===== config.mk =====
export PLATFORM = sky130hd
export DESIGN_NAME = utf8_to_utf16_decoder
export DESIGN_NICKNAME = d
export VERILOG_FILES = /design/src/rtl/u8u16_pkg.sv /design/src/rtl/utf8_to_utf16_decoder.sv /design/src/rtl/u8u16_dec.sv /design/src/rtl/u8u16_oq.sv
export SDC_FILE = /design/constraint.sdc
export NUM_CORES = 1
export LEC_CHECK = 0
export BUFFER_PORTS_ARGS = -buffer_cell sky130_fd_sc_hd__buf_2
export CAP_MARGIN = 20
export CORE_MARGIN = 4
export CORE_UTILIZATION = 39
export DETAILED_ROUTE_END_ITERATION = 10
export HOLD_SLACK_MARGIN = 0.08
export SLEW_MARGIN = 20
export SYNTH_ARGS = -nofsm -noshare
export SYNTH_HDL_FRONTEND = slang
export SYNTH_SLANG_ARGS = --single-unit

===== constraint.sdc =====
create_clock -name clk -period 5.1 [get_ports clk]
set_clock_uncertainty 0.1 [all_clocks]
set_input_delay 0.51 -clock clk [delete_from_list [all_inputs] [get_ports clk]]
set_output_delay 0.51 -clock clk [all_outputs]
set_load 0.02 [all_outputs]

===== src/rtl/u8u16_pkg.sv =====
// Shared types, constants and lead-byte classification for the UTF-8 to UTF-16 decoder.
`timescale 1ns / 1ps

package u8u16_pkg;

  localparam int OUT_TDATA_W = 24;  // code_unit + error_length, padded to bytes

  // Lead byte ranges
  localparam logic [7:0] ASCII_LIMIT = 8'h80;
  localparam logic [7:0] LEAD2_MIN   = 8'hC2;
  localparam logic [7:0] LEAD2_MAX   = 8'hDF;
  localparam logic [3:0] LEAD3_HI    = 4'hE;
  localparam logic [7:0] LEAD4_MIN   = 8'hF0;
  localparam logic [7:0] LEAD4_MAX   = 8'hF4;

  // Second-byte limits after the special leads
  localparam logic [7:0] LEAD_E0     = 8'hE0;
  localparam logic [7:0] LEAD_F0     = 8'hF0;
  localparam logic [7:0] LEAD_F4     = 8'hF4;
  localparam logic [7:0] E0_SEC_MIN  = 8'hA0;
  localparam logic [7:0] F0_SEC_MIN  = 8'h90;
  localparam logic [7:0] F4_SEC_MAX  = 8'h8F;
  localparam logic [1:0] CONT_TAG    = 2'b10;

  // Surrogate range and UTF-16 pair bases
  localparam logic [20:0] SURR_MIN   = 21'h00D800;
  localparam logic [20:0] SURR_MAX   = 21'h00DFFF;
  localparam logic [20:0] SUPP_BASE  = 21'h010000;
  localparam logic [5:0]  HI_SURR_TAG = 6'b110110;
  localparam logic [5:0]  LO_SURR_TAG = 6'b110111;

  typedef enum logic [1:0] {
    KIND_UNIT      = 2'd0,
    KIND_MALFORMED = 2'd1,
    KIND_TRUNCATED = 2'd2
  } kind_t;

  typedef struct packed {
    kind_t       kind;
    logic [15:0] code_unit;
    logic [1:0]  error_length;
    logic        last_of_run;
  } res_t;

  // Result of looking at a byte as a new lead
  typedef struct packed {
    logic        has_res;
    res_t        res;
    logic        opens;
    logic [2:0]  seq_len;
    logic [20:0] accum;
  } lead_t;

  // Results handed from the decoder to the output queue
  typedef struct packed {
    logic [1:0] n;
    res_t       r0;
    res_t       r1;
  } push_t;

  function automatic res_t make_res(kind_t k, logic [15:0] u, logic [1:0] len);
    res_t r;
    r.kind         = k;
    r.code_unit    = u;
    r.error_length = len;
    r.last_of_run  = 1'b0;
    return r;
  endfunction

  function automatic lead_t take_lead(logic [7:0] b);
    lead_t l;
    l.has_res = 1'b0;
    l.res     = make_res(KIND_UNIT, 16'h0000, 2'd0);
    l.opens   = 1'b0;
    l.seq_len = 3'd0;
    l.accum   = 21'd0;
    if (b < ASCII_LIMIT) begin
      l.has_res = 1'b1;
      l.res     = make_res(KIND_UNIT, {8'h00, b}, 2'd0);
    end else if (b >= LEAD2_MIN && b <= LEAD2_MAX) begin
      l.opens   = 1'b1;
      l.seq_len = 3'd2;
      l.accum   = {16'd0, b[4:0]};
    end else if (b[7:4] == LEAD3_HI) begin
      l.opens   = 1'b1;
      l.seq_len = 3'd3;
      l.accum   = {17'd0, b[3:0]};
    end else if (b >= LEAD4_MIN && b <= LEAD4_MAX) begin
      l.opens   = 1'b1;
      l.seq_len = 3'd4;
      l.accum   = {18'd0, b[2:0]};
    end else begin
      l.has_res = 1'b1;
      l.res     = make_res(KIND_MALFORMED, 16'h0000, 2'd1);
    end
    return l;
  endfunction

endpackage


===== src/rtl/utf8_to_utf16_decoder.sv =====
// Top level of the validating UTF-8 to UTF-16 stream decoder.
`timescale 1ns / 1ps

// Validating UTF-8 to UTF-16 decoder. One UTF-8 byte enters per beat on the
// in_ stream (in_tlast marks the last byte of the stream); results leave on
// the out_ stream, one per beat, with out_tuser giving the kind: a UTF-16
// code unit, a malformed sequence, or a sequence cut off by the end of the
// stream. For errors out_tdata[17:16] carries the length in bytes of the bad
// sequence and the code unit field is zero. out_tlast marks the last result a
// byte produced; a byte that only opens or extends a sequence produces none.
// When a continuation position holds a bad byte, the error is reported and
// that byte is decoded again as a lead, so one byte can give two results, as
// does the final byte of a four-byte sequence (a surrogate pair).
// Timing: a byte sits in an input register, is decoded combinationally and
// its results land in a two-entry output queue whose head drives the port,
// so a result passes the input register and then a queue entry.
// The input takes one byte per cycle as long as results drain at the port's
// rate of one beat per cycle; a byte with two results stays in the input
// register while the queue cannot take both. While the receiver stalls, the
// queue absorbs two results before the input stops; once it is full, a byte
// with one result advances in the cycle out_tready pops, one with none at once.
module utf8_to_utf16_decoder
  import u8u16_pkg::*;
(
  input  logic                   clk,
  input  logic                   rst_n,

  input  logic                   in_tvalid,
  output logic                   in_tready,
  input  logic [7:0]             in_tdata,    // [7:0] data_byte
  input  logic                   in_tlast,    // final_byte

  output logic                   out_tvalid,
  input  logic                   out_tready,
  output logic [OUT_TDATA_W-1:0] out_tdata,   // [15:0] code_unit, [17:16] error_length
  output logic [1:0]             out_tuser,   // kind
  output logic                   out_tlast    // last_of_run
);

  // input register
  logic       in_valid_r, in_valid_nxt;
  logic [7:0] in_byte_r;
  logic       in_final_r;

  logic       advance;
  logic [1:0] free_slots;
  push_t      push;

  // the register frees up whenever its byte moves on this cycle
  assign in_tready    = !in_valid_r || advance;
  assign in_valid_nxt = (in_tvalid && in_tready) || (in_valid_r && !advance);

  always_ff @(posedge clk) begin
    if (!rst_n)
      in_valid_r <= 1'b0;
    else
      in_valid_r <= in_valid_nxt;
  end

  always_ff @(posedge clk) begin
    if (in_tvalid && in_tready) begin
      in_byte_r  <= in_tdata;
      in_final_r <= in_tlast;
    end
  end

  u8u16_dec u_dec (
    .clk        (clk),
    .rst_n      (rst_n),
    .byte_valid (in_valid_r),
    .byte_data  (in_byte_r),
    .byte_final (in_final_r),
    .free_slots (free_slots),
    .advance    (advance),
    .push       (push)
  );

  u8u16_oq u_oq (
    .clk        (clk),
    .rst_n      (rst_n),
    .push       (push),
    .free_slots (free_slots),
    .out_tvalid (out_tvalid),
    .out_tready (out_tready),
    .out_tdata  (out_tdata),
    .out_tuser  (out_tuser),
    .out_tlast  (out_tlast)
  );

endmodule


===== src/rtl/u8u16_dec.sv =====
// Sequence state and per-byte decode: turns the registered byte into zero to two results.
`timescale 1ns / 1ps

module u8u16_dec
  import u8u16_pkg::*;
(
  input  logic       clk,
  input  logic       rst_n,
  input  logic       byte_valid,
  input  logic [7:0] byte_data,
  input  logic       byte_final,
  input  logic [1:0] free_slots,
  output logic       advance,
  output push_t      push
);

  logic [7:0]  lead_byte_r,  lead_byte_nxt;
  logic [20:0] code_accum_r, code_accum_nxt;
  logic [1:0]  bytes_seen_r, bytes_seen_nxt;
  logic [2:0]  seq_length_r, seq_length_nxt;

  lead_t       lead;
  logic        cont;
  logic        bad2;
  logic        redo;
  logic [20:0] acc_step;
  logic [19:0] supp;
  logic [1:0]  n;
  res_t        res [2];

  always_comb begin
    lead     = take_lead(byte_data);
    cont     = (byte_data[7:6] == CONT_TAG);
    acc_step = {code_accum_r[14:0], byte_data[5:0]};
    supp     = 20'(acc_step - SUPP_BASE);
    bad2     = !cont ||
               (seq_length_r == 3'd3 && lead_byte_r == LEAD_E0 && byte_data < E0_SEC_MIN) ||
               (seq_length_r == 3'd4 && lead_byte_r == LEAD_F0 && byte_data < F0_SEC_MIN) ||
               (seq_length_r == 3'd4 && lead_byte_r == LEAD_F4 && byte_data > F4_SEC_MAX);

    lead_byte_nxt  = lead_byte_r;
    code_accum_nxt = code_accum_r;
    bytes_seen_nxt = bytes_seen_r;
    seq_length_nxt = seq_length_r;
    redo           = 1'b0;
    n              = 2'd0;
    res[0]         = make_res(KIND_UNIT, 16'h0000, 2'd0);
    res[1]         = make_res(KIND_UNIT, 16'h0000, 2'd0);

    case (bytes_seen_r)
      2'd0: begin
        redo = 1'b1;
      end
      2'd1: begin
        if (bad2) begin
          res[0] = make_res(KIND_MALFORMED, 16'h0000, 2'd1);
          n      = 2'd1;
          redo   = 1'b1;
          bytes_seen_nxt = 2'd0;
        end else begin
          code_accum_nxt = acc_step;
          bytes_seen_nxt = 2'd2;
          if (seq_length_r == 3'd2) begin
            res[0] = make_res(KIND_UNIT, acc_step[15:0], 2'd0);
            n      = 2'd1;
            bytes_seen_nxt = 2'd0;
          end
        end
      end
      2'd2: begin
        if (!cont) begin
          res[0] = make_res(KIND_MALFORMED, 16'h0000, 2'd2);
          n      = 2'd1;
          redo   = 1'b1;
          bytes_seen_nxt = 2'd0;
        end else begin
          code_accum_nxt = acc_step;
          bytes_seen_nxt = 2'd3;
          if (seq_length_r == 3'd3) begin
            if (acc_step >= SURR_MIN && acc_step <= SURR_MAX)
              res[0] = make_res(KIND_MALFORMED, 16'h0000, 2'd3);
            else
              res[0] = make_res(KIND_UNIT, acc_step[15:0], 2'd0);
            n = 2'd1;
            bytes_seen_nxt = 2'd0;
          end
        end
      end
      default: begin
        if (!cont) begin
          res[0] = make_res(KIND_MALFORMED, 16'h0000, 2'd3);
          n      = 2'd1;
          redo   = 1'b1;
        end else begin
          res[0] = make_res(KIND_UNIT, {HI_SURR_TAG, supp[19:10]}, 2'd0);
          res[1] = make_res(KIND_UNIT, {LO_SURR_TAG, supp[9:0]}, 2'd0);
          n      = 2'd2;
        end
        bytes_seen_nxt = 2'd0;
      end
    endcase

    // sequence closed: clear the gathered context
    if (bytes_seen_nxt == 2'd0) begin
      lead_byte_nxt  = 8'h00;
      code_accum_nxt = 21'd0;
      seq_length_nxt = 3'd0;
    end

    // byte taken again as a lead
    if (redo) begin
      if (lead.has_res) begin
        res[n[0]] = lead.res;
        n = n + 2'd1;
      end
      if (lead.opens) begin
        lead_byte_nxt  = byte_data;
        code_accum_nxt = lead.accum;
        bytes_seen_nxt = 2'd1;
        seq_length_nxt = lead.seq_len;
      end
    end

    // end of stream with a sequence open
    if (byte_final && bytes_seen_nxt != 2'd0) begin
      res[n[0]] = make_res(KIND_TRUNCATED, 16'h0000, bytes_seen_nxt);
      n = n + 2'd1;
      lead_byte_nxt  = 8'h00;
      code_accum_nxt = 21'd0;
      bytes_seen_nxt = 2'd0;
      seq_length_nxt = 3'd0;
    end

    if (n != 2'd0)
      res[n[1]].last_of_run = 1'b1;

    advance = byte_valid && (n <= free_slots);
    push.n  = advance ? n : 2'd0;
    push.r0 = res[0];
    push.r1 = res[1];
  end

  always_ff @(posedge clk) begin
    if (!rst_n) begin
      lead_byte_r  <= 8'h00;
      code_accum_r <= 21'd0;
      bytes_seen_r <= 2'd0;
      seq_length_r <= 3'd0;
    end else if (advance) begin
      lead_byte_r  <= lead_byte_nxt;
      code_accum_r <= code_accum_nxt;
      bytes_seen_r <= bytes_seen_nxt;
      seq_length_r <= seq_length_nxt;
    end
  end

endmodule


===== src/rtl/u8u16_oq.sv =====
// Two-entry result queue that drives the result stream.
`timescale 1ns / 1ps

module u8u16_oq
  import u8u16_pkg::*;
(
  input  logic                   clk,
  input  logic                   rst_n,
  input  push_t                  push,
  output logic [1:0]             free_slots,
  output logic                   out_tvalid,
  input  logic                   out_tready,
  output logic [OUT_TDATA_W-1:0] out_tdata,   // [15:0] code_unit, [17:16] error_length
  output logic [1:0]             out_tuser,   // kind
  output logic                   out_tlast    // last_of_run
);

  res_t       q0_r, q0_nxt;
  res_t       q1_r, q1_nxt;
  logic [1:0] cnt_r, cnt_nxt;
  logic [1:0] cnt_left;
  logic       pop;

  assign out_tvalid = (cnt_r != 2'd0);
  assign pop        = out_tvalid && out_tready;
  assign cnt_left   = cnt_r - {1'b0, pop};
  assign free_slots = 2'd2 - cnt_left;

  assign out_tdata  = {{(OUT_TDATA_W - 18){1'b0}}, q0_r.error_length, q0_r.code_unit};
  assign out_tuser  = q0_r.kind;
  assign out_tlast  = q0_r.last_of_run;

  always_comb begin
    q0_nxt  = pop ? q1_r : q0_r;
    q1_nxt  = q1_r;
    cnt_nxt = cnt_left + push.n;
    if (push.n != 2'd0) begin
      if (cnt_left == 2'd0) begin
        q0_nxt = push.r0;
        q1_nxt = push.r1;
      end else begin
        q1_nxt = push.r0;
      end
    end
  end

  always_ff @(posedge clk) begin
    if (!rst_n)
      cnt_r <= 2'd0;
    else
      cnt_r <= cnt_nxt;
  end

  always_ff @(posedge clk) begin
    q0_r <= q0_nxt;
    q1_r <= q1_nxt;
  end

endmodule


==> impl_results.md, run 1 <==
- ANT cells: 0
- Yosys cell types: 81
- Final setup TNS: 0 ps
- Critical path type: flip-flop to output pin
- Pre-CTS setup slack: 519 ps
- Startpoint Class: flip-flop
- Clock buffer depth: 2
- Via density per instance: 5.75
- Share of post-route cells with drive strength above 1: 19.1%
- Die Ht: 117 um
- Min-Delay Path Depth: 1
- H-tree depth: 3
- Sequential cell area fraction in the yosys report: 41.9%
- Starting Density: 40.2%
- Most common cell after layout, fill and taps aside: dfxtp_1
- Tot Pwr: 2.57 mW
- Hold Crit Class: input port to flip-flop
- Outcome: complete, no violations
- Max IR drop VDD: 286 uV
- Final Core Density: 45.4%
- Per-cell routed wire length: 17.8 um
- Placed insts: 614
- RR Endpoint: u_oq.out_tuser[0]$_DFF_P_
- Ys async rst share: 0%
- FF-to-FF path depth: 12
- Reg area: 1940 um^2
- Clock Latency Late Sink: 340 ps
- Largest fanout on the critical path: 12
- Clock sinks: 82
- Nets: 505
- Maximum operating frequency: 220 MHz
- Multi-input gate area: 2480 um^2
- Remaining DRCs: 0
- Worst Max-Slew Pin Slew: 704 ps
- Post-synth EDFFs: 30
- TritonCTS clock tree: built
- GP Congestion: 0.895
- #FFs+latches synth: 82
- Die width: 117 um
- ANT nets after route: 0
- HPWL after detailed placement: 8.44 mm
- MaxCap Viol Count: 0
- DRT Pass-1 Iters: 5
- Hold_sp: in_tlast
- # IOs: 42
- Most frequent cells in the layout: dfxtp_1 (52), nand2_1 (42), mux2i_1 (36)
- Final number of setup-violating endpoints: 0
- Worst EP required: 4490 ps
- Leak pwr: 2.07 nW
- Post-Synthesis Cells: 456
- Yosys Warn Count: 0
- Final worst path period share: 89.1%
- Rows: 39
- Fin cells: 630
- Slew margin rel.: 53.0%
- GR Overflow Total: 0
- Total Wirelength: 11.2 mm
- Power per cell area: 492 nW/um^2
- Min setup slack post-route: 554 ps
- RSZ-0062 raised after global routing: false
- Mapped cell area: 4630 um^2
- Antenna violations before repair: 0
- Vias in the first global route: 3,552
- Syn avg cell area: 10.2 um^2
- Reg-to-Reg Start: in_byte_r[7]$_DFFE_PP_
- Root Driver: clkbuf_16
- Final Critical Period: 4550 ps
- Hold_buf cts: 0
- Largest net degree at the start of global routing: 27
- FF-to-FF setup slack: 770 ps
- Crit. End Element: output pin
- Core Footprint: 11,500 um^2
- Data arrival, critical path: 3940 ps
- CTS clk-pin slew, worst paths: 60 ps
- Global Route Usage Sum: 17.3%
- CTS Buf Count: 9
- Vias post-DR: 3,621
- Detailed Route Iter0 Violations: 268
- Port Buf Inserts: 35
- Hold Fails Final Rpt: 0
- First-pass GRT wire length: 18.4 mm
- Most used DFF post-synth: dfxtp_1
- Die ar.: 13,700 um^2
- End of the worst hold path: in_final_r$_DFFE_PP_
- Synth-to-layout area growth: 12.8%
- Final Slew Violations: 0
- FILL cells: 1,122
[where the power goes]
group	switching [mW]	internal (mW)	leakage [nW]	total, mW
sequential	0.0967	0.861	0.714	0.958
clock	0.265	0.437	0.166	0.702
combinational	0.567	0.344	1.18	0.911
[worst max path at each step]
stage / start / cells after the start / endpoint / slack (ps)
6_report: in_byte_r[7]$_DFFE_PP_ / 11 / in_tready / 550
5_1_grt: in_byte_r[7]$_DFFE_PP_ / 11 / in_tready / 250
4_1_cts: in_byte_r[7]$_DFFE_PP_ / 11 / in_tready / 290
3_5_place_dp: in_byte_r[7]$_DFFE_PP_ / 12 / u_oq.out_tuser[0]$_DFF_P_ / 520
3_3_place_gp: in_byte_r[7]$_DFFE_PP_ / 12 / u_oq.out_tuser[1]$_DFF_P_ / 770
2_1_floorplan: u_oq.cnt_r[1]$_SDFF_PN0_ / 13 / u_oq.q1_r[0]$_DFFE_PP_ / 710
[cell families (layout without fill, tap and decap cells)]
group	after synthesis	count (layout)	share of synthesized area [%]
buf+inv	51	77	5.26
flops	82	82	41.9
xor+xnor	8	8	2.48
simple gates	131	131	15.4
other cells	1	6	0.0809
mux	45	45	10.3
compound gates	127	127	21.7
fa+ha+maj	11	11	2.92
[final cells by class]
cell class | count | area share (%)
multi-input cells | 328 | 47.4
flip-flops and latches | 82 | 37.2
clock buffers | 14 | 6.08
repair buffers | 40 | 4.07
well taps | 143 | 3.42
inverters | 21 | 1.51
clock inverters | 2 | 0.383
[sequential cells by signal, summed over array words and instances, names as in the netlist]
register,count
u_oq.out_tlast,1
u_dec.lead_byte_r,8
u_oq.out_tdata,18
in_final_r,1
in_valid_r,1
u_dec.seq_length_r,3
u_dec.bytes_seen_r,2
u_oq.q1_r,21
u_dec.code_accum_r,15
u_oq.cnt_r,2
u_oq.out_tuser,2
in_byte_r,8
[cell usage after synthesis, types with 6 or more instances]
library cell | number | area share (%)
o22ai_1 | 8 | 1.1
nand3_1 | 14 | 1.5
mux2i_1 | 36 | 7.8
dfxtp_1 | 52 | 22
nor2_1 | 20 | 1.6
a32o_1 | 6 | 1.3
a22o_1 | 21 | 4.0
ha_1 | 10 | 2.7
edfxtp_1 | 30 | 19
nor3_1 | 8 | 0.86
o21ai_0 | 22 | 2.4
inv_1 | 21 | 1.7
clkbuf_1 | 14 | 1.1
a21oi_1 | 18 | 1.9
buf_4 | 9 | 1.5
nand2_1 | 42 | 3.4
[timing repair]
action	in CTS	in global routing
hold endpoints to repair	0	0
setup buffers	0	0
endpoints found under the setup margin	0	1
resized for setup	0	1
[critical path, stage by stage, from the launching register on]
cell and delay [ps]:
edfxtp_1 590, nor2b_2 510, o2111ai_2 300, o311ai_2 580, nand3_1 220, a21o_1 240
nand2_1 90, ha_1 190, nand2b_1 110, mux2_4 350, a21bo_2 250, buf_2 160
[metal layers]
layer  up-vias  share of wire [%]  track usage, %
met1      1754                 49            23.8
met2        88                 45            27.3
met3        22                4.4            3.55
li1       1757                  -               -
met5         -                  0               0
met4         0                2.1            5.66
[stage by stage]
step	area, um^2	hold WS (ps)
detailed placement	4890	379
finish	5230	244
global placement	4890	373
CTS	5220	235
floorplan	4650	350
global route	5230	234
No activity file was read; power rests on OpenSTA's default activity.
==> run 2: changes to the inputs <==
--- a/config.mk
+++ b/config.mk
@@ -10,7 +10,10 @@
 export CORE_MARGIN = 4
 export CORE_UTILIZATION = 39
 export DETAILED_ROUTE_END_ITERATION = 10
+export GPL_ROUTABILITY_DRIVEN = 0
 export HOLD_SLACK_MARGIN = 0.08
+export MAX_ROUTING_LAYER = met4
+export SETUP_SLACK_MARGIN = 0.05
 export SLEW_MARGIN = 20
 export SYNTH_ARGS = -nofsm -noshare
 export SYNTH_HDL_FRONTEND = slang
==> run 2 against run 1 <==
  * Sequential share of layout area up 0.33 points
  * Critical path depth unchanged
  * Setup slack worse by 11 ps
  * Register-to-register slack worse by 60 ps
  * Largest power group unchanged
  * Maximum frequency down 0.25%
  * Die area unchanged
==> impl_results.md, run 2 (synthesis gave the netlist of run 1 again) <==
- Outcome: complete, no violations
- Hold WS: 244 ps
- H-tree depth: 3
- Die Ht: 117 um
- RSZ-0062 raised after global routing: false
- # IOs: 42
- Final Critical Period: 4560 ps
- RR Endpoint: u_oq.out_tdata[10]$_DFF_P_
- Maximum operating frequency: 219 MHz
- Grt met3 use: 3.34%
- CTS Buf Count: 9
- Most common cell after layout, fill and taps aside: dfxtp_1
- Grt peak-use layer: met2
- Hold Crit Class: input port to flip-flop
- Min-Delay Path Depth: 1
- Crit. End Element: output pin
- Root Driver: clkbuf_16
- Final worst path period share: 89.4%
- Clock buffer depth: 2
- Vias post-DR: 3,602
- Worst Max-Slew Pin Slew: 693 ps
- ANT nets after route: 0
- Critical path type: flip-flop to output pin
- Die ar.: 13,700 um^2
- Port Buf Inserts: 35
- Remaining DRCs: 0
- Nets: 505
- Leak pwr: 2.05 nW
- Biggest register: u_oq.q1_r
- Data arrival, critical path: 3950 ps
- HPWL after detailed placement: 8.38 mm
- Final setup TNS: 0 ps
- Slew margin rel.: 53.7%
- Antenna violations before repair: 0
- FF-to-FF setup slack: 710 ps
- Reg-to-Reg Start: in_byte_r[7]$_DFFE_PP_
- Max IR drop VDD: 196 uV
- Hold Fails Final Rpt: 0
- FILL cells: 1,120
- Via density per instance: 5.72
- Total Wirelength: 11.0 mm
- Worst EP required: 4490 ps
- Global Route Usage Sum: 17.7%
- ANT cells: 0
- Clock sinks: 82
- GR Overflow Total: 0
- End of the worst hold path: in_final_r$_DFFE_PP_
- Power per cell area: 482 nW/um^2
- Per-cell routed wire length: 17.5 um
- Vias in the first global route: 3,484
- Largest net degree at the start of global routing: 26
- Clock Latency Late Sink: 340 ps
- Hold_buf cts: 0
- Startpoint Class: flip-flop
- Final number of setup-violating endpoints: 0
- First-pass GRT wire length: 18.3 mm
- CTS clk-pin slew, worst paths: 60 ps
- Core Footprint: 11,500 um^2
- GR Util met1: 24.7%
- MaxCap Viol Count: 0
- Die width: 117 um
- Share of post-route cells with drive strength above 1: 19.1%
- FF-to-FF path depth: 12
- Starting Density: 40.2%
- Detailed Route Iter0 Violations: 246
- TritonCTS clock tree: built
- Hold_sp: in_tlast
- Final Slew Violations: 0
- Rows: 39
- Most frequent cells in the layout: dfxtp_1 (52), nand2_1 (42), mux2i_1 (36)
- Synth-to-layout area growth: 11.8%
- Met2 GRT Util: 26.1%
- Max reg flops: 21
- DRT Pass-1 Iters: 6
- Largest fanout on the critical path: 12
-- run 2: cell type report --
class                      count  area (um^2)  share of cell area (%)
clock buffer                  12          268                    5.17
tap                          143          179                    3.45
sequential                    82         1940                    37.5
clock inverter                 4         23.8                   0.459
inverter                      21         78.8                    1.52
multi-input combinational    328         2480                    47.8
timing repair buffer          40          213                    4.11
-- run 2: routing by layer --
metal | vias to the layer above | wire length [um]
met4 | 0 | 201
met3 | 19 | 547
met5 | - | 0
li1 | 1759 | -
met1 | 1712 | 5330
met2 | 112 | 4940
-- run 2: how the worst max path moves through the flow --
stage               slack [ps]                    endpoint                startpoint  cells past startpoint
global placement           820   u_oq.out_tuser[1]$_DFF_P_    in_byte_r[7]$_DFFE_PP_                     12
floorplan                  710      u_oq.q1_r[0]$_DFFE_PP_  u_oq.cnt_r[1]$_SDFF_PN0_                     13
finish                     540                   in_tready    in_byte_r[7]$_DFFE_PP_                     11
CTS                        330                   in_tready    in_byte_r[7]$_DFFE_PP_                     11
global route               210                   in_tready    in_byte_r[7]$_DFFE_PP_                     11
detailed placement         550  u_oq.out_tdata[10]$_DFF_P_    in_byte_r[7]$_DFFE_PP_                     12
-- run 2: critical path, cell delays in order, from the launching register on --
cell and delay [ps]:
edfxtp_1 600, nor2b_2 510, o2111ai_2 280, o311ai_2 610, nand3_1 210, a21o_1 230, nand2_1 100, ha_1 190
nand2b_1 110, mux2_4 350, a21bo_2 250, buf_2 160
-- run 2: power breakdown --
group	switching, mW	internal, mW
Clock	0.249	0.371
Sequential	0.0984	0.861
Combinational	0.570	0.345
-- run 2: metrics by stage --
step                std cells  instance area, um^2  utilization [%]  setup WS [ps]  power (mW)
global placement          614                 4890             42.4            825        1.86
finish                    630                 5180             45.0            543        2.49
CTS                       630                 5180             45.0            327        2.51
floorplan                 461                 4650                -            712        1.67
detailed placement        614                 4890             42.4            550        1.89
global route              630                 5180             45.0            214        2.65
-- run 2: what timing repair did --
action,4_1_cts,5_1_grt
resized for setup,0,1
endpoints found under the setup margin,0,8
setup buffers,0,0
==> run 3: changes to the inputs <==
--- a/config.mk
+++ b/config.mk
@@ -5,6 +5,7 @@
 export SDC_FILE = /design/constraint.sdc
 export NUM_CORES = 1
 export LEC_CHECK = 0
+export ABC_AREA = 1
 export BUFFER_PORTS_ARGS = -buffer_cell sky130_fd_sc_hd__buf_2
 export CAP_MARGIN = 20
 export CORE_MARGIN = 4
==> constraint.sdc (replaced) <==
create_clock -name clk -period 4.7 [get_ports clk]
set_clock_uncertainty 0.1 [all_clocks]
set_input_delay 0.47 -clock clk [delete_from_list [all_inputs] [get_ports clk]]
set_output_delay 0.47 -clock clk [all_outputs]
set_load 0.02 [all_outputs]
==> run 3 against run 2 <==
  * First-iteration DRC count is 110% higher
  * Cell area increased by 12%
  * Clock power is 32% higher
  * Non-clock buffer count grew 5
  * Cell count increased by 45%
  * Global-route usage is 2.7 points higher
  * Largest power group is now combinational logic
==> impl_results.md, run 3 <==
- TritonCTS clock tree: built
- Hold Crit Class: input port to flip-flop
- FF-to-FF setup slack: 400 ps
- Port Buf Inserts: 35
- Synth top cells by count: nand2_1 (164), inv_1 (80), o21ai_0 (60)
- Starting Density: 40.3%
- Power Internal: 2.20 mW
- Post-Synthesis Cells: 708
- Vias post-DR: 5,046
- Sequential cell area fraction in the yosys report: 37.8%
- Max IR drop VDD: 395 uV
- Share of post-route cells with drive strength above 1: 15.4%
- Pre-CTS setup slack: 406 ps
- Yosys top cell by area: dfxtp_1
- Vias in the first global route: 4,702
- Hold_buf cts: 0
- Min setup slack post-route: 384 ps
- Yosys cell types: 44
- Clock sinks: 82
- Yosys top cell area share: 20.2%
- Most numerous cell in the Yosys netlist: nand2_1
- Final Slew Violations: 0
- Clock buffer depth: 2
- Final Core Density: 45.3%
- Maximum operating frequency: 232 MHz
- Final setup TNS: 0 ps
- CTS clk-pin slew, worst paths: 60 ps
- Yosys Warn Count: 0
- Slew margin rel.: 51.4%
- Per-cell routed wire length: 15.9 um
- Crit. Startpoint: in_byte_r[7]$_DFFE_PP_
- Die ar.: 15,100 um^2
- Power per cell area: 702 nW/um^2
- Die Ht: 123 um
- Antenna violations before repair: 0
- Most common cell after layout, fill and taps aside: nand2_1
- Outcome: complete, no violations
- Hold Fails Final Rpt: 0
- Biggest register: u_oq.q1_r
- Root Driver: clkbuf_16
- GR Overflow Total: 0
- #FFs+latches synth: 82
- Hold WS: 209 ps
- First-pass GRT wire length: 23.5 mm
- Switch Pwr: 1.86 mW
- Remaining DRCs: 0
- HPWL after detailed placement: 11.2 mm
- RSZ-0062 raised after global routing: false
- Via density per instance: 5.54
- DRT Pass-1 Iters: 7
- Die width: 123 um
- Final worst path period share: 91.8%
- Post-CTS Repair Setup Buffers: 0
- ANT cells: 0
- Startpoint Class: flip-flop
- Synth-to-layout area growth: 12.5%
- Comb power frac: 50.2%
- Worst Max-Slew Pin Slew: 730 ps
- Most used DFF post-synth: dfxtp_1
- Reg-to-Reg Start: in_byte_r[7]$_DFFE_PP_
- Detailed Route Iter0 Violations: 524
- Post-synth EDFFs: 30
- # IOs: 42
- Cts repair resizes: 0
- Min-Delay Path Depth: 1
- CTS Buf Count: 9
- Clock Latency Late Sink: 340 ps
- Total Wirelength: 14.5 mm
- Max reg flops: 21
- Critical path type: flip-flop to output pin
- H-tree depth: 3
- Clock Power Share: 20.1%
- Final number of setup-violating endpoints: 0
- Worst EP required: 4130 ps
- Core Footprint: 12,800 um^2
- RR Endpoint: u_oq.out_tdata[10]$_DFF_P_
- Mapped cell area: 5140 um^2
- Largest fanout on the critical path: 14
- Register share of total power: 29.6%
- Data arrival, critical path: 3750 ps
- FF-to-FF path depth: 23
- Critical Path Sink: in_tready
- Nets: 757
- Ys async rst share: 0%
- ANT nets after route: 0
- Crit. End Element: output pin
- Synth area leaders: dfxtp_1 (20%), edfxtp_1 (18%), nand2_1 (12%)
- Final Critical Period: 4320 ps
- Largest net degree at the start of global routing: 42
- Most frequent cells in the layout: nand2_1 (164), inv_1 (80), o21ai_0 (60)
- Global Route Usage Sum: 20.3%
- Leak pwr: 2.41 nW
- MaxCap Viol Count: 0
- Switching portion of total power: 45.8%
- Rows: 41
- Syn avg cell area: 7.26 um^2
## run 3: stage by stage
step / cells / total power, mW / instance area (um^2)
finish: 911 / 4.06 / 5780
global route: 911 / 4.37 / 5780
CTS: 908 / 4.05 / 5760
detailed placement: 892 / 3.22 / 5400
global placement: 892 / 3.18 / 5400
floorplan: 713 / 2.75 / 5160
## run 3: layout make-up
type,instances,area [um^2]
multi-input cells,506,2680
clock buffers,12,279
flip-flops and latches,82,1940
repair buffers,45,250
inverters,90,343
well taps,172,215
clock inverters,4,77.6
fillers,1306,6990
## run 3: worst min-delay path by stage
| stage | startpoint | to | slack (ps) |
|---|---|---|---|
| detailed placement | u_dec.lead_byte_r[7]$_SDFFE_PN0N_ | u_dec.lead_byte_r[7]$_SDFFE_PN0N_ | 360 |
| floorplan | u_dec.lead_byte_r[7]$_SDFFE_PN0N_ | u_dec.lead_byte_r[7]$_SDFFE_PN0N_ | 330 |
| finish | in_tdata[6] | in_byte_r[6]$_DFFE_PP_ | 210 |
| global route | in_tdata[1] | in_byte_r[1]$_DFFE_PP_ | 200 |
| CTS | in_tdata[1] | in_byte_r[1]$_DFFE_PP_ | 200 |
| global placement | u_dec.lead_byte_r[7]$_SDFFE_PN0N_ | u_dec.lead_byte_r[7]$_SDFFE_PN0N_ | 340 |
## run 3: worst max-delay path, cell delays in order (launching register included)
cell and delay, ps:
edfxtp_1 540, nand2_1 170, nor3_1 360, nor2_2 100, nand2_2 250, inv_2 160, nand2_4 120, inv_2 40
nand2_2 200, nand3_2 190, nand2_1 170, ha_1 280, nand2_1 80, inv_1 60, nor2_1 140, nand2_2 120
nand2_1 150, nand2_1 90, buf_2 170
## run 3: per-layer routing
layer | track usage (%) | vias to the layer above | part of all wire, %
met5 | - | - | 0
met4 | 7.84 | 0 | 2.7
met3 | 4.33 | 33 | 8.7
met2 | 30.7 | 270 | 44
met1 | 26.8 | 2288 | 44
li1 | - | 2455 | -
## run 3: kinds of logic after synthesis
group / count (synthesis) / share of synthesized area [%]
AO/OA/AOI/OAI: 197 / 24.3
other: 1 / 0.0729
flip-flops: 82 / 37.8
AND/OR/NAND/NOR: 290 / 24.4
buffers and inverters: 125 / 10.6
adder cells (fa/ha/maj): 10 / 2.43
XOR/XNOR: 3 / 0.511
## run 3: power groups by stage
| stage | clock network [mW] | logic, mW | registers [mW] |
|---|---|---|---|
| 6_report | 0.818 | 2.04 | 1.20 |
| 5_1_grt | 0.867 | 2.27 | 1.23 |
| 4_1_cts | 0.839 | 2.01 | 1.20 |
| 2_1_floorplan | 0 | 1.49 | 1.26 |
| 3_5_place_dp | 0 | 2.00 | 1.22 |
| 3_3_place_gp | 0 | 1.97 | 1.21 |
